==> src/sv/ritd_pkg.sv <==
package ritd_pkg;

  localparam int MAX_BASE   = 16;
  localparam int VALUE_BITS = 32;

  localparam int RAD_W = 5;
  localparam int DIG_W = (MAX_BASE > 1) ? $clog2(MAX_BASE) : 1;
  localparam int CNT_W = $clog2(VALUE_BITS);
  localparam int ND_W  = $clog2(VALUE_BITS + 1);
  localparam int CFG_W = 64;

  localparam logic [7:0] SYM_PLUS  = 8'h2B;
  localparam logic [7:0] SYM_MINUS = 8'h2D;

  typedef enum logic [1:0] {
    REG_BASE_SIZE   = 2'd0,
    REG_DIGITS_LOW  = 2'd1,
    REG_DIGITS_HIGH = 2'd2
  } reg_idx_t;

endpackage

==> src/sv/ritd_if.sv <==
interface ritd_in_if;
  import ritd_pkg::*;

  logic                         valid;
  logic                         ready;
  logic signed [VALUE_BITS-1:0] value;

  modport source (output valid, output value, input ready);
  modport sink (input valid, input value, output ready);
endinterface

interface ritd_out_if;
  logic       valid;
  logic       ready;
  logic [7:0] symbol;
  logic       last;

  modport source (output valid, output symbol, output last, input ready);
  modport sink (input valid, input symbol, input last, output ready);
endinterface

==> src/sv/radix_integer_to_digits_top.sv <==
// Each digit comes from one pass of a bit-serial divider, one dividend bit per cycle, over
// all VALUE_BITS bits; the symbols then leave by the output register, held while not ready.
// The next request is taken as soon as the last symbol sits in the output register.
// After every configuration write the alphabet check holds off requests until it finishes.
// Reset (synchronous, active low) clears the config and control registers, leaving the alphabet invalid.
module radix_integer_to_digits_top (
  input  logic                         clk,
  input  logic                         rst_n,
  ritd_in_if.sink                      in_chan,
  ritd_out_if.source                   out_chan,
  input  logic                         cfg_we,
  input  ritd_pkg::reg_idx_t           cfg_index,
  input  logic [ritd_pkg::CFG_W-1:0]   cfg_wdata
);
  import ritd_pkg::*;

  typedef enum logic [2:0] {
    ST_IDLE = 3'b001,
    ST_DIV  = 3'b010,
    ST_EMIT = 3'b100
  } state_t;

  logic [RAD_W-1:0] base_size_r;
  logic [63:0]      digits_low_r;
  logic [63:0]      digits_high_r;
  logic [7:0]       alpha [2**DIG_W];

  logic             chk_busy_r;
  logic             base_ok_r;
  logic [DIG_W-1:0] chk_i_r;
  logic [DIG_W-1:0] chk_j_r;
  logic [DIG_W-1:0] chk_last;
  logic             chk_fail;

  state_t                  st_r;
  logic [VALUE_BITS-1:0]   quo_r;
  logic [DIG_W-1:0]        rem_r;
  logic [CNT_W-1:0]        bit_cnt_r;
  logic                    nz_r;
  logic                    sign_pend_r;
  logic [ND_W-1:0]         nd_r;
  logic [ND_W-1:0]         top_idx;
  logic [DIG_W-1:0]        stack_r [VALUE_BITS];
  logic [VALUE_BITS-1:0]   in_raw;
  logic [VALUE_BITS-1:0]   in_mag;
  logic [RAD_W:0]          div_sh;
  logic [RAD_W:0]          div_dif;
  logic                    qbit;
  logic [DIG_W-1:0]        rem_nxt;
  logic                    out_valid_r;
  logic [7:0]              out_symbol_r;
  logic                    out_last_r;
  logic                    out_load;
  logic                    in_accept;

  for (genvar k = 0; k < 2**DIG_W; k++) begin : g_alpha
    if (k < 8) begin : g_low
      assign alpha[k] = digits_low_r[8*k +: 8];
    end else begin : g_high
      assign alpha[k] = digits_high_r[8*(k-8) +: 8];
    end
  end

  always_ff @(posedge clk) begin
    if (!rst_n) begin
      base_size_r   <= '0;
      digits_low_r  <= '0;
      digits_high_r <= '0;
    end else if (cfg_we) begin
      case (cfg_index)
        REG_BASE_SIZE:   base_size_r   <= cfg_wdata[RAD_W-1:0];
        REG_DIGITS_LOW:  digits_low_r  <= cfg_wdata;
        REG_DIGITS_HIGH: digits_high_r <= cfg_wdata;
        default: ;
      endcase
    end
  end

  // The alphabet is checked one pair of entries per cycle after each write.
  assign chk_last = base_size_r[DIG_W-1:0] - DIG_W'(1);
  assign chk_fail = (base_size_r < RAD_W'(2)) || (base_size_r > RAD_W'(MAX_BASE)) ||
                    (alpha[chk_i_r] == SYM_PLUS) || (alpha[chk_i_r] == SYM_MINUS) ||
                    ((chk_j_r != chk_i_r) && (alpha[chk_i_r] == alpha[chk_j_r]));

  always_ff @(posedge clk) begin
    if (!rst_n) begin
      chk_busy_r <= 1'b0;
      base_ok_r  <= 1'b0;
      chk_i_r    <= '0;
      chk_j_r    <= '0;
    end else if (cfg_we) begin
      chk_busy_r <= 1'b1;
      base_ok_r  <= 1'b0;
      chk_i_r    <= '0;
      chk_j_r    <= '0;
    end else if (chk_busy_r) begin
      if (chk_fail) begin
        chk_busy_r <= 1'b0;
      end else if (chk_j_r == chk_last) begin
        if (chk_i_r == chk_last) begin
          chk_busy_r <= 1'b0;
          base_ok_r  <= 1'b1;
        end else begin
          chk_i_r <= chk_i_r + DIG_W'(1);
          chk_j_r <= chk_i_r + DIG_W'(1);
        end
      end else begin
        chk_j_r <= chk_j_r + DIG_W'(1);
      end
    end
  end

  assign in_chan.ready = (st_r == ST_IDLE) && !chk_busy_r;
  assign in_accept     = in_chan.valid && in_chan.ready;
  assign in_raw        = in_chan.value;
  assign in_mag        = in_raw[VALUE_BITS-1] ? (~in_raw + VALUE_BITS'(1)) : in_raw;

  assign div_sh  = {(RAD_W - DIG_W)'(0), rem_r, quo_r[VALUE_BITS-1]};
  assign div_dif = div_sh - {1'b0, base_size_r};
  assign qbit    = div_sh >= {1'b0, base_size_r};
  assign rem_nxt = qbit ? div_dif[DIG_W-1:0] : div_sh[DIG_W-1:0];

  assign top_idx  = nd_r - ND_W'(1);
  assign out_load = (st_r == ST_EMIT) && (!out_valid_r || out_chan.ready);

  always_ff @(posedge clk) begin
    if (!rst_n) begin
      st_r        <= ST_IDLE;
      out_valid_r <= 1'b0;
      nd_r        <= '0;
      sign_pend_r <= 1'b0;
      bit_cnt_r   <= '0;
      nz_r        <= 1'b0;
    end else begin
      if (out_load) begin
        out_valid_r <= 1'b1;
      end else if (out_chan.ready) begin
        out_valid_r <= 1'b0;
      end
      case (st_r)
        ST_IDLE: begin
          if (in_accept && base_ok_r) begin
            st_r        <= ST_DIV;
            sign_pend_r <= in_raw[VALUE_BITS-1];
            quo_r       <= in_mag;
            rem_r       <= '0;
            bit_cnt_r   <= '0;
            nz_r        <= 1'b0;
            nd_r        <= '0;
          end
        end
        ST_DIV: begin
          quo_r <= {quo_r[VALUE_BITS-2:0], qbit};
          if (bit_cnt_r == CNT_W'(VALUE_BITS - 1)) begin
            stack_r[nd_r[CNT_W-1:0]] <= rem_nxt;
            nd_r      <= nd_r + ND_W'(1);
            bit_cnt_r <= '0;
            rem_r     <= '0;
            nz_r      <= 1'b0;
            if (!(nz_r || qbit)) begin
              st_r <= ST_EMIT;
            end
          end else begin
            bit_cnt_r <= bit_cnt_r + CNT_W'(1);
            rem_r     <= rem_nxt;
            nz_r      <= nz_r || qbit;
          end
        end
        ST_EMIT: begin
          if (out_load) begin
            if (sign_pend_r) begin
              out_symbol_r <= SYM_MINUS;
              out_last_r   <= 1'b0;
              sign_pend_r  <= 1'b0;
            end else begin
              out_symbol_r <= alpha[stack_r[top_idx[CNT_W-1:0]]];
              out_last_r   <= (nd_r == ND_W'(1));
              nd_r         <= top_idx;
              if (nd_r == ND_W'(1)) begin
                st_r <= ST_IDLE;
              end
            end
          end
        end
        default: begin
          st_r <= ST_IDLE;
        end
      endcase
    end
  end

  assign out_chan.valid  = out_valid_r;
  assign out_chan.symbol = out_symbol_r;
  assign out_chan.last   = out_last_r;

endmodule
==> src/flat_wrapper.sv <==
// flat-port wrapper written by rule: the top's interface ports become plain ports
module radix_integer_to_digits_top_flat import ritd_pkg::*;
  (clk, rst_n, cfg_we, cfg_index, cfg_wdata, in_chan_valid, in_chan_value, in_chan_ready, out_chan_valid, out_chan_symbol, out_chan_last, out_chan_ready);
  ritd_in_if in_chan_i ();
  ritd_out_if out_chan_i ();
  input  logic clk;
  input  logic rst_n;
  input  logic cfg_we;
  input  ritd_pkg::reg_idx_t cfg_index;
  input  logic [ritd_pkg::CFG_W-1:0] cfg_wdata;
  input wire logic [$bits(in_chan_i.valid)-1:0] in_chan_valid;
  input wire logic [$bits(in_chan_i.value)-1:0] in_chan_value;
  output wire logic [$bits(in_chan_i.ready)-1:0] in_chan_ready;
  output wire logic [$bits(out_chan_i.valid)-1:0] out_chan_valid;
  output wire logic [$bits(out_chan_i.symbol)-1:0] out_chan_symbol;
  output wire logic [$bits(out_chan_i.last)-1:0] out_chan_last;
  input wire logic [$bits(out_chan_i.ready)-1:0] out_chan_ready;
  assign in_chan_i.valid = in_chan_valid;
  assign in_chan_i.value = in_chan_value;
  assign in_chan_ready = in_chan_i.ready;
  assign out_chan_valid = out_chan_i.valid;
  assign out_chan_symbol = out_chan_i.symbol;
  assign out_chan_last = out_chan_i.last;
  assign out_chan_i.ready = out_chan_ready;
  radix_integer_to_digits_top u_core (.clk(clk), .rst_n(rst_n), .in_chan(in_chan_i), .out_chan(out_chan_i), .cfg_we(cfg_we), .cfg_index(cfg_index), .cfg_wdata(cfg_wdata));
endmodule
==> config.mk <==
export PLATFORM = sky130hd
export DESIGN_NAME = radix_integer_to_digits_top_flat
export DESIGN_NICKNAME = d
export VERILOG_FILES = /design/src/sv/ritd_pkg.sv /design/src/sv/ritd_if.sv /design/src/sv/radix_integer_to_digits_top.sv /design/src/flat_wrapper.sv
export SDC_FILE = /design/constraint.sdc
export NUM_CORES = 1
export LEC_CHECK = 0
export BUFFER_PORTS_ARGS = -buffer_cell sky130_fd_sc_hd__buf_2
export CORE_MARGIN = 2
export CORE_UTILIZATION = 35
export DETAILED_ROUTE_END_ITERATION = 8
export PLACE_DENSITY = 0.48
export SLEW_MARGIN = 5
export SYNTH_ARGS = -nofsm -noshare
export SYNTH_HDL_FRONTEND = slang
export SYNTH_SLANG_ARGS = --single-unit
==> constraint.sdc <==
create_clock -name clk -period 7.1 [get_ports clk]
set_input_delay 0.71 -clock clk [delete_from_list [all_inputs] [get_ports clk]]
set_output_delay 0.71 -clock clk [all_outputs]
set_load 0.03 [all_outputs]
Word level (Yosys, flattened, before mapping)

Memory sizes are Yosys's and may differ from the RTL's.
Index checks and enable logic that the tools add are counted.

Add/sub/neg operators: 8
Multipliers: 0
Div/mod/pow operators: 0
Order comparisons: 6
Eq/ne operators: 20
Shift-type cells: 0
Muxes and demuxes: 50
Bitwise gates (word level): 7
Reductions and logical operators: 31

Operators with widths:

| operator                | number |
|---|---|
| $bmux W8 S4             | 3 |
| $mux W32                | 2 |
| $pmux W32 S2            | 1 |
| $mux W8                 | 6 |
| $add A32 B1 Y32 const B | 1 |
| $not A32 Y32            | 1 |
| $mux W6                 | 4 |
| $mux W4                 | 5 |
| $mux W3                 | 6 |
| $pmux W6 S3             | 1 |
| $eq A8 B6 Y1 const B    | 2 |
| $ge A5 B5 Y1 const B    | 3 |
| $mux W1                 | 15 |
| $not A4 Y5              | 3 |
| $reduce_and A3 Y1       | 4 |
| $mux W5                 | 2 |
| $ne A2 B2 Y1 const B    | 5 |
| $pmux W5 S2             | 1 |
| $pmux W3 S3             | 1 |
| $add A4 B1 Y4 const B   | 2 |
| $eq A4 B4 Y1            | 2 |
| $eq A8 B8 Y1            | 1 |
| $pmux W4 S2             | 1 |
| $reduce_and A2 Y1       | 4 |
| other kinds (29)        | 46 |

Bits in registers: 205
Latch bits: 0
RAM bits: 128
ROM bits: 0
Output and inout bits: 11
Word-level logic and storage cells: 140
Memories kept: 1

Memories:

| memory         | depth | width | rd ports | clocked after Yosys merged registers in | wr ports | RTL line                          | text |
|---|---|---|---|---|---|---|---|
| u_core.stack_r | 32    | 4     | 1        | 0                                       | 1        | radix_integer_to_digits_top.sv:43 | `logic [DIG_W-1:0] stack_r [VALUE_BITS];` |

Longest topological paths before layout

Depth after elaboration: 11
Depth in mapped cells: 17
Gate-level depth less buffers: 10

Worst setup path after synthesis

Ideal clock, no wire load.

Kind: register to register
From: register u_core.nd_r[0]
To: register u_core.out_symbol_r[0] (netlist: u_core.out_chan.symbol[0]) (data pin)
Setup time: 259 ps
Arrival: 4,040 ps
Required time: 6,841 ps
Path slack: 2,801 ps
Stages on the path, launching flop included: 16
Buffers on the path: 6
Clock period less this slack: 4,299 ps
Cell sequence: dfxtp_1 -> buf_4 -> buf_4 -> buf_4 -> inv_1 -> ha_1 -> buf_2 -> clkbuf_1 -> mux4_2 -> mux4_2 -> mux2i_4 -> buf_4 -> mux2i_1 -> mux2i_1 -> mux2_2 -> a211o_1

Cells in the longest elaborated chain, start to end: 6

RTL lines:

| item                                        | RTL line                           | text |
|---|---|---|
| start, declared                             | radix_integer_to_digits_top.sv:41  | `logic [ND_W-1:0] nd_r;` |
| start signal, assigned                      | radix_integer_to_digits_top.sv:156 | `nd_r <= nd_r + ND_W'(1);` |
| start signal, assigned                      | radix_integer_to_digits_top.sv:178 | `nd_r <= top_idx;` |
| $sub A6 B1 Y6                               | radix_integer_to_digits_top.sv:123 | `assign top_idx = nd_r - ND_W'(1);` |
| $mem_v2 Z32 W4                              | -                                  |  |
| $not A4 Y5 (not written as such)            | radix_integer_to_digits_top.sv:176 | `out_symbol_r <= alpha[stack_r[top_idx[CNT_W-1:0]]];` |
| $bmux W8 S4                                 | radix_integer_to_digits_top.sv:176 |  |
| $mux W8 (not written as such) (2 in series) | radix_integer_to_digits_top.sv:176 |  |
| end signal, assigned                        | radix_integer_to_digits_top.sv:176 |  |
| end, declared                               | radix_integer_to_digits_top.sv:51  | `logic [7:0] out_symbol_r;` |

Every way passes these cells. The select of a mux whose other input is x is not followed.
A chain may end at the register's enable or synchronous reset.

Worst setup path after layout

Same ends and word-level chain as after synthesis.

==> flow_metrics.tcl <==
set metrics [dict create \
    gr-total-overflow 0 \
    firstDrtPassIters 5 \
    grt_setup_unrepaired "false" \
    max-slew-margin-rel 0.285 \
    critical_path_arrival_ns 5.28 \
    postPlaceCellArea_um2 18500 \
    finalWeightedCongestion 0.837 \
    power.density_nw_per_um2 219 \
    synth_seq_area_share 0.482 \
    route.detailed.drc 0 \
    cts.repair.resized 0 \
    cts.repair_timing.setup_buffer_count 0 \
    power_leakage_nw 6.82 \
    post_syn_area_per_cell_um2 10.9 \
    finalCriticalPeriod_ns 4.96 \
    switchingPower_mw 0.990 \
    worst_skew_pair.late_latency_ns 0.57 \
    synth_cells 1596 \
    largest_family_of_logic_cells_by_synthesized_area "multiplexers" \
    synth-adder-area-share 0.0134 \
    die_w_um 227 \
    die_y_um 227 \
    ffs_latches_synth 333 \
    totalPowerFinal_mw 4.32 \
    initialDrtViolationCount 838 \
    critPathMaxStageDelay_ns 0.83 \
    grt_pass1_vias 12600 \
    met2_usage 0.365 \
    grt_first_pass_wirelength_um 77200 \
    vias_per_cell 5.43 \
    grt_usage 0.200 \
    synth_simple_gate_area_frac 0.134 \
    setup_ws_ns 2.14 \
    yosysUniqueCellTypes 79 \
    worstPathMaxFanout 52 \
    top_usage_layer "met2" \
    clock-root-buffer "sky130_fd_sc_hd__clkbuf_16" \
    final_layout_size_suffix_gt1_frac 0.195 \
    max-clock-path-buffers 3 \
    post_drt_wl_per_cell_um 21.9 \
    grt_start_max_net_pins 83 \
    most_common_cell_after_layout_fill_and_taps_aside "sky130_fd_sc_hd__nand2_1" \
    maxCapViolations 0 \
    drv_slew 0 \
    crit_buf_inv 2 \
    clk_pin_slew_ns 0.06 \
    startpoint_class "flop" \
    post_synth_instance_area_um2 17400 \
    holdCritPathClass "primary input to flop" \
    crit_type "flop to flop" \
    cts_made_buffers 39 \
    rows 81 \
    tritoncts_num_sinks 333 \
    skew_ns 0.0225 \
    fp.coreArea_um2 49100 \
    final_hold_violation_count 0 \
    p_comb_frac 0.053 \
    synthesis.yosys.warnings 0 \
    post_layout_nets 1783 \
    critical_path.most_common_cell "sky130_fd_sc_hd__mux2i_1" \
    critical_path.cell_chain "inv_1 > ha_1 > nor3b_2 > xnor2_2 > mux4_2 > mux2i_4 > buf_4 > mux2i_1 > mux2i_1 > mux2_2 > a211o_1" \
    design.die.area_um2 51600 \
    crit_required_ns 7.42 \
    worst_path_max_delay_cell "sky130_fd_sc_hd__dfxtp_2" \
    cp-end-kind "flop" \
    finalSetupViolations 0 \
    path_delay_family "multiplexers" \
    ios 114 \
    compound_gate_portion_of_the_synthesized_area 0.110 \
    place_inst 2285 \
    grt_antenna_before_repair 4 \
    preCtsSetupSlack_ns 2.11 \
    dp_hpwl_um 35700 \
    post_synth_xor_xnor_area 0.0325 \
    p_seq_frac 0.483 \
    power_switching_share 0.229 \
    async_reset_ff_frac 0 \
    multiplexer_fraction_of_the_synthesized_cell_area 0.192 \
    synth-main-ff-cell "sky130_fd_sc_hd__edfxtp_1" \
    cell_internal_pwr_mw 3.33 \
    initial_core_util 0.355 \
    final.setup.tns_ns 0 \
    max_freq_mhz 202 \
    via_count 12800 \
    number_of_enable_flip_flop_cells_after_synthesis 173 \
    post_layout_nonfiller_instances 2358 \
    run_status "completed" \
    tightest_slew_ns 1.07 \
    met1_track_usage_gr 0.237 \
    met3_usage 0.0305 \
    irDropWorstVdd_v 0.000190 \
    area_growth_pct 13.3 \
    cts_tree "yes" \
    port_buffers 113 \
    mappedNetlistNets 1717 \
    final_cell_mix "sky130_fd_sc_hd__nand2_1 (336), sky130_fd_sc_hd__edfxtp_1 (173), sky130_fd_sc_hd__dfxtp_1 (157), sky130_fd_sc_hd__a21oi_1 (153), sky130_fd_sc_hd__buf_2 (113)" \
    detail_route.wirelength_um 51700 \
    power_frac_clock 0.464 \
    min_period_over_period 0.698 \
    cts_hold_repair.buffers 0 \
    total_number_of_h_tree_levels 2 \
    ant_nets 0 \
    finalInstanceArea_um2 19700 \
]
-- stage by stage --
| stage | hold slack (ns) | utilization |
|---|---|---|
| global route | 0.385 | 0.402 |
| finish | 0.392 | 0.402 |
| floorplan | 0.437 | - |
| global placement | 0.456 | 0.377 |
| detailed placement | 0.471 | 0.377 |
| CTS | 0.370 | 0.402 |
-- path summary, 6_finish.rpt --
| check | startpoint | to | slack [ns] | cells past startpoint |
|---|---|---|---|---|
| min reg2reg | u_core.nz_r$_SDFFE_PN0P_ | u_core.nz_r$_SDFFE_PN0P_ | 0.48 | 2 |
| max reg2reg | u_core.nd_r[0]$_SDFFE_PN0P_ | u_core.out_chan.symbol[0]$_SDFFCE_PP1P_ | 2.14 | 11 |
| min | cfg_wdata[37] | u_core.digits_low_r[37]$_SDFFE_PN0P_ | 0.39 | 3 |
| max | u_core.nd_r[0]$_SDFFE_PN0P_ | u_core.out_chan.symbol[0]$_SDFFCE_PP1P_ | 2.14 | 11 |
-- worst register-to-register path: cells and delay by family (launching register included) --
family | cells | cell delay (ns)
AND/OR/NAND/NOR | 1 | 0.19
adder cells (fa/ha/maj) | 1 | 0.33
buffers and inverters | 2 | 0.89
AO/OA/AOI/OAI | 1 | 0.29
multiplexers | 5 | 1.54
flip-flops | 1 | 0.83
XOR/XNOR | 1 | 0.64
-- power groups by stage --
| stage | Combinational (mW) | Sequential [mW] | Clock [mW] |
|---|---|---|---|
| 2_1_floorplan | 0.146 | 2.11 | 0 |
| 3_3_place_gp | 0.230 | 2.13 | 0 |
| 3_5_place_dp | 0.235 | 2.13 | 0 |
| 4_1_cts | 0.235 | 2.08 | 2.06 |
| 5_1_grt | 0.257 | 2.09 | 2.14 |
| 6_report | 0.231 | 2.09 | 2.00 |
-- metal layers --
metal	vias to the layer above	routed length, µm
li1	5996	-
met1	6380	20900
met2	321	26900
met3	94	2190
met4	2	1670
met5	-	12
-- cell usage after synthesis (8+ instances only) --
cell type / n / share of area
sky130_fd_sc_hd__mux2_2: 19 / 0.012
sky130_fd_sc_hd__a22oi_1: 24 / 0.010
sky130_fd_sc_hd__dfxtp_1: 160 / 0.18
sky130_fd_sc_hd__xor2_1: 48 / 0.024
sky130_fd_sc_hd__or3_1: 11 / 0.0040
sky130_fd_sc_hd__o21ai_0: 51 / 0.015
sky130_fd_sc_hd__clkbuf_1: 53 / 0.011
sky130_fd_sc_hd__buf_1: 18 / 0.0039
sky130_fd_sc_hd__buf_2: 15 / 0.0043
sky130_fd_sc_hd__nand2_1: 336 / 0.072
sky130_fd_sc_hd__and3_1: 11 / 0.0040
sky130_fd_sc_hd__a21oi_1: 155 / 0.045
sky130_fd_sc_hd__inv_1: 20 / 0.0043
sky130_fd_sc_hd__mux2i_1: 81 / 0.047
sky130_fd_sc_hd__nand3_1: 14 / 0.0040
sky130_fd_sc_hd__nor2_1: 91 / 0.020
sky130_fd_sc_hd__ha_1: 17 / 0.012
sky130_fd_sc_hd__nand3b_1: 8 / 0.0034
sky130_fd_sc_hd__nor2b_1: 15 / 0.0054
sky130_fd_sc_hd__mux4_2: 94 / 0.12
sky130_fd_sc_hd__edfxtp_1: 173 / 0.30
sky130_fd_sc_hd__a211oi_1: 9 / 0.0039
sky130_fd_sc_hd__xnor2_1: 13 / 0.0065
sky130_fd_sc_hd__nor3_1: 9 / 0.0026
sky130_fd_sc_hd__buf_4: 13 / 0.0056
-- cell type report --
cell class | count | area (µm²)
Fill cell | 4822 | 29300
Multi-Input combinational cell | 1135 | 8450
Sequential cell | 333 | 8400
Clock buffer | 56 | 1060
Tap cell | 664 | 831
Timing Repair Buffer | 133 | 716
Clock inverter | 15 | 191
Inverter | 20 | 77.6
Antenna cell | 2 | 5.00
-- registers in the layout (all words and copies together) (netlist names), 5 cells and up --
name	count
u_core.out_chan.symbol	8
u_core.digits_high_r	64
u_core.stack_r	128
u_core.base_size_r	5
u_core.bit_cnt_r	5
u_core.nd_r	6
u_core.quo_r	32
u_core.digits_low_r	64
-- logic make-up (layout without fill, tap and decap cells) --
group / Yosys count / count (layout)
AO/OA/AOI/OAI: 313 / 313
XOR/XNOR: 63 / 63
adder cells (fa/ha/maj): 18 / 18
buffers and inverters: 128 / 224
flip-flops: 333 / 333
multiplexers: 202 / 202
other: 0 / 2
AND/OR/NAND/NOR: 539 / 539
Power figures use the tool's default switching activity.
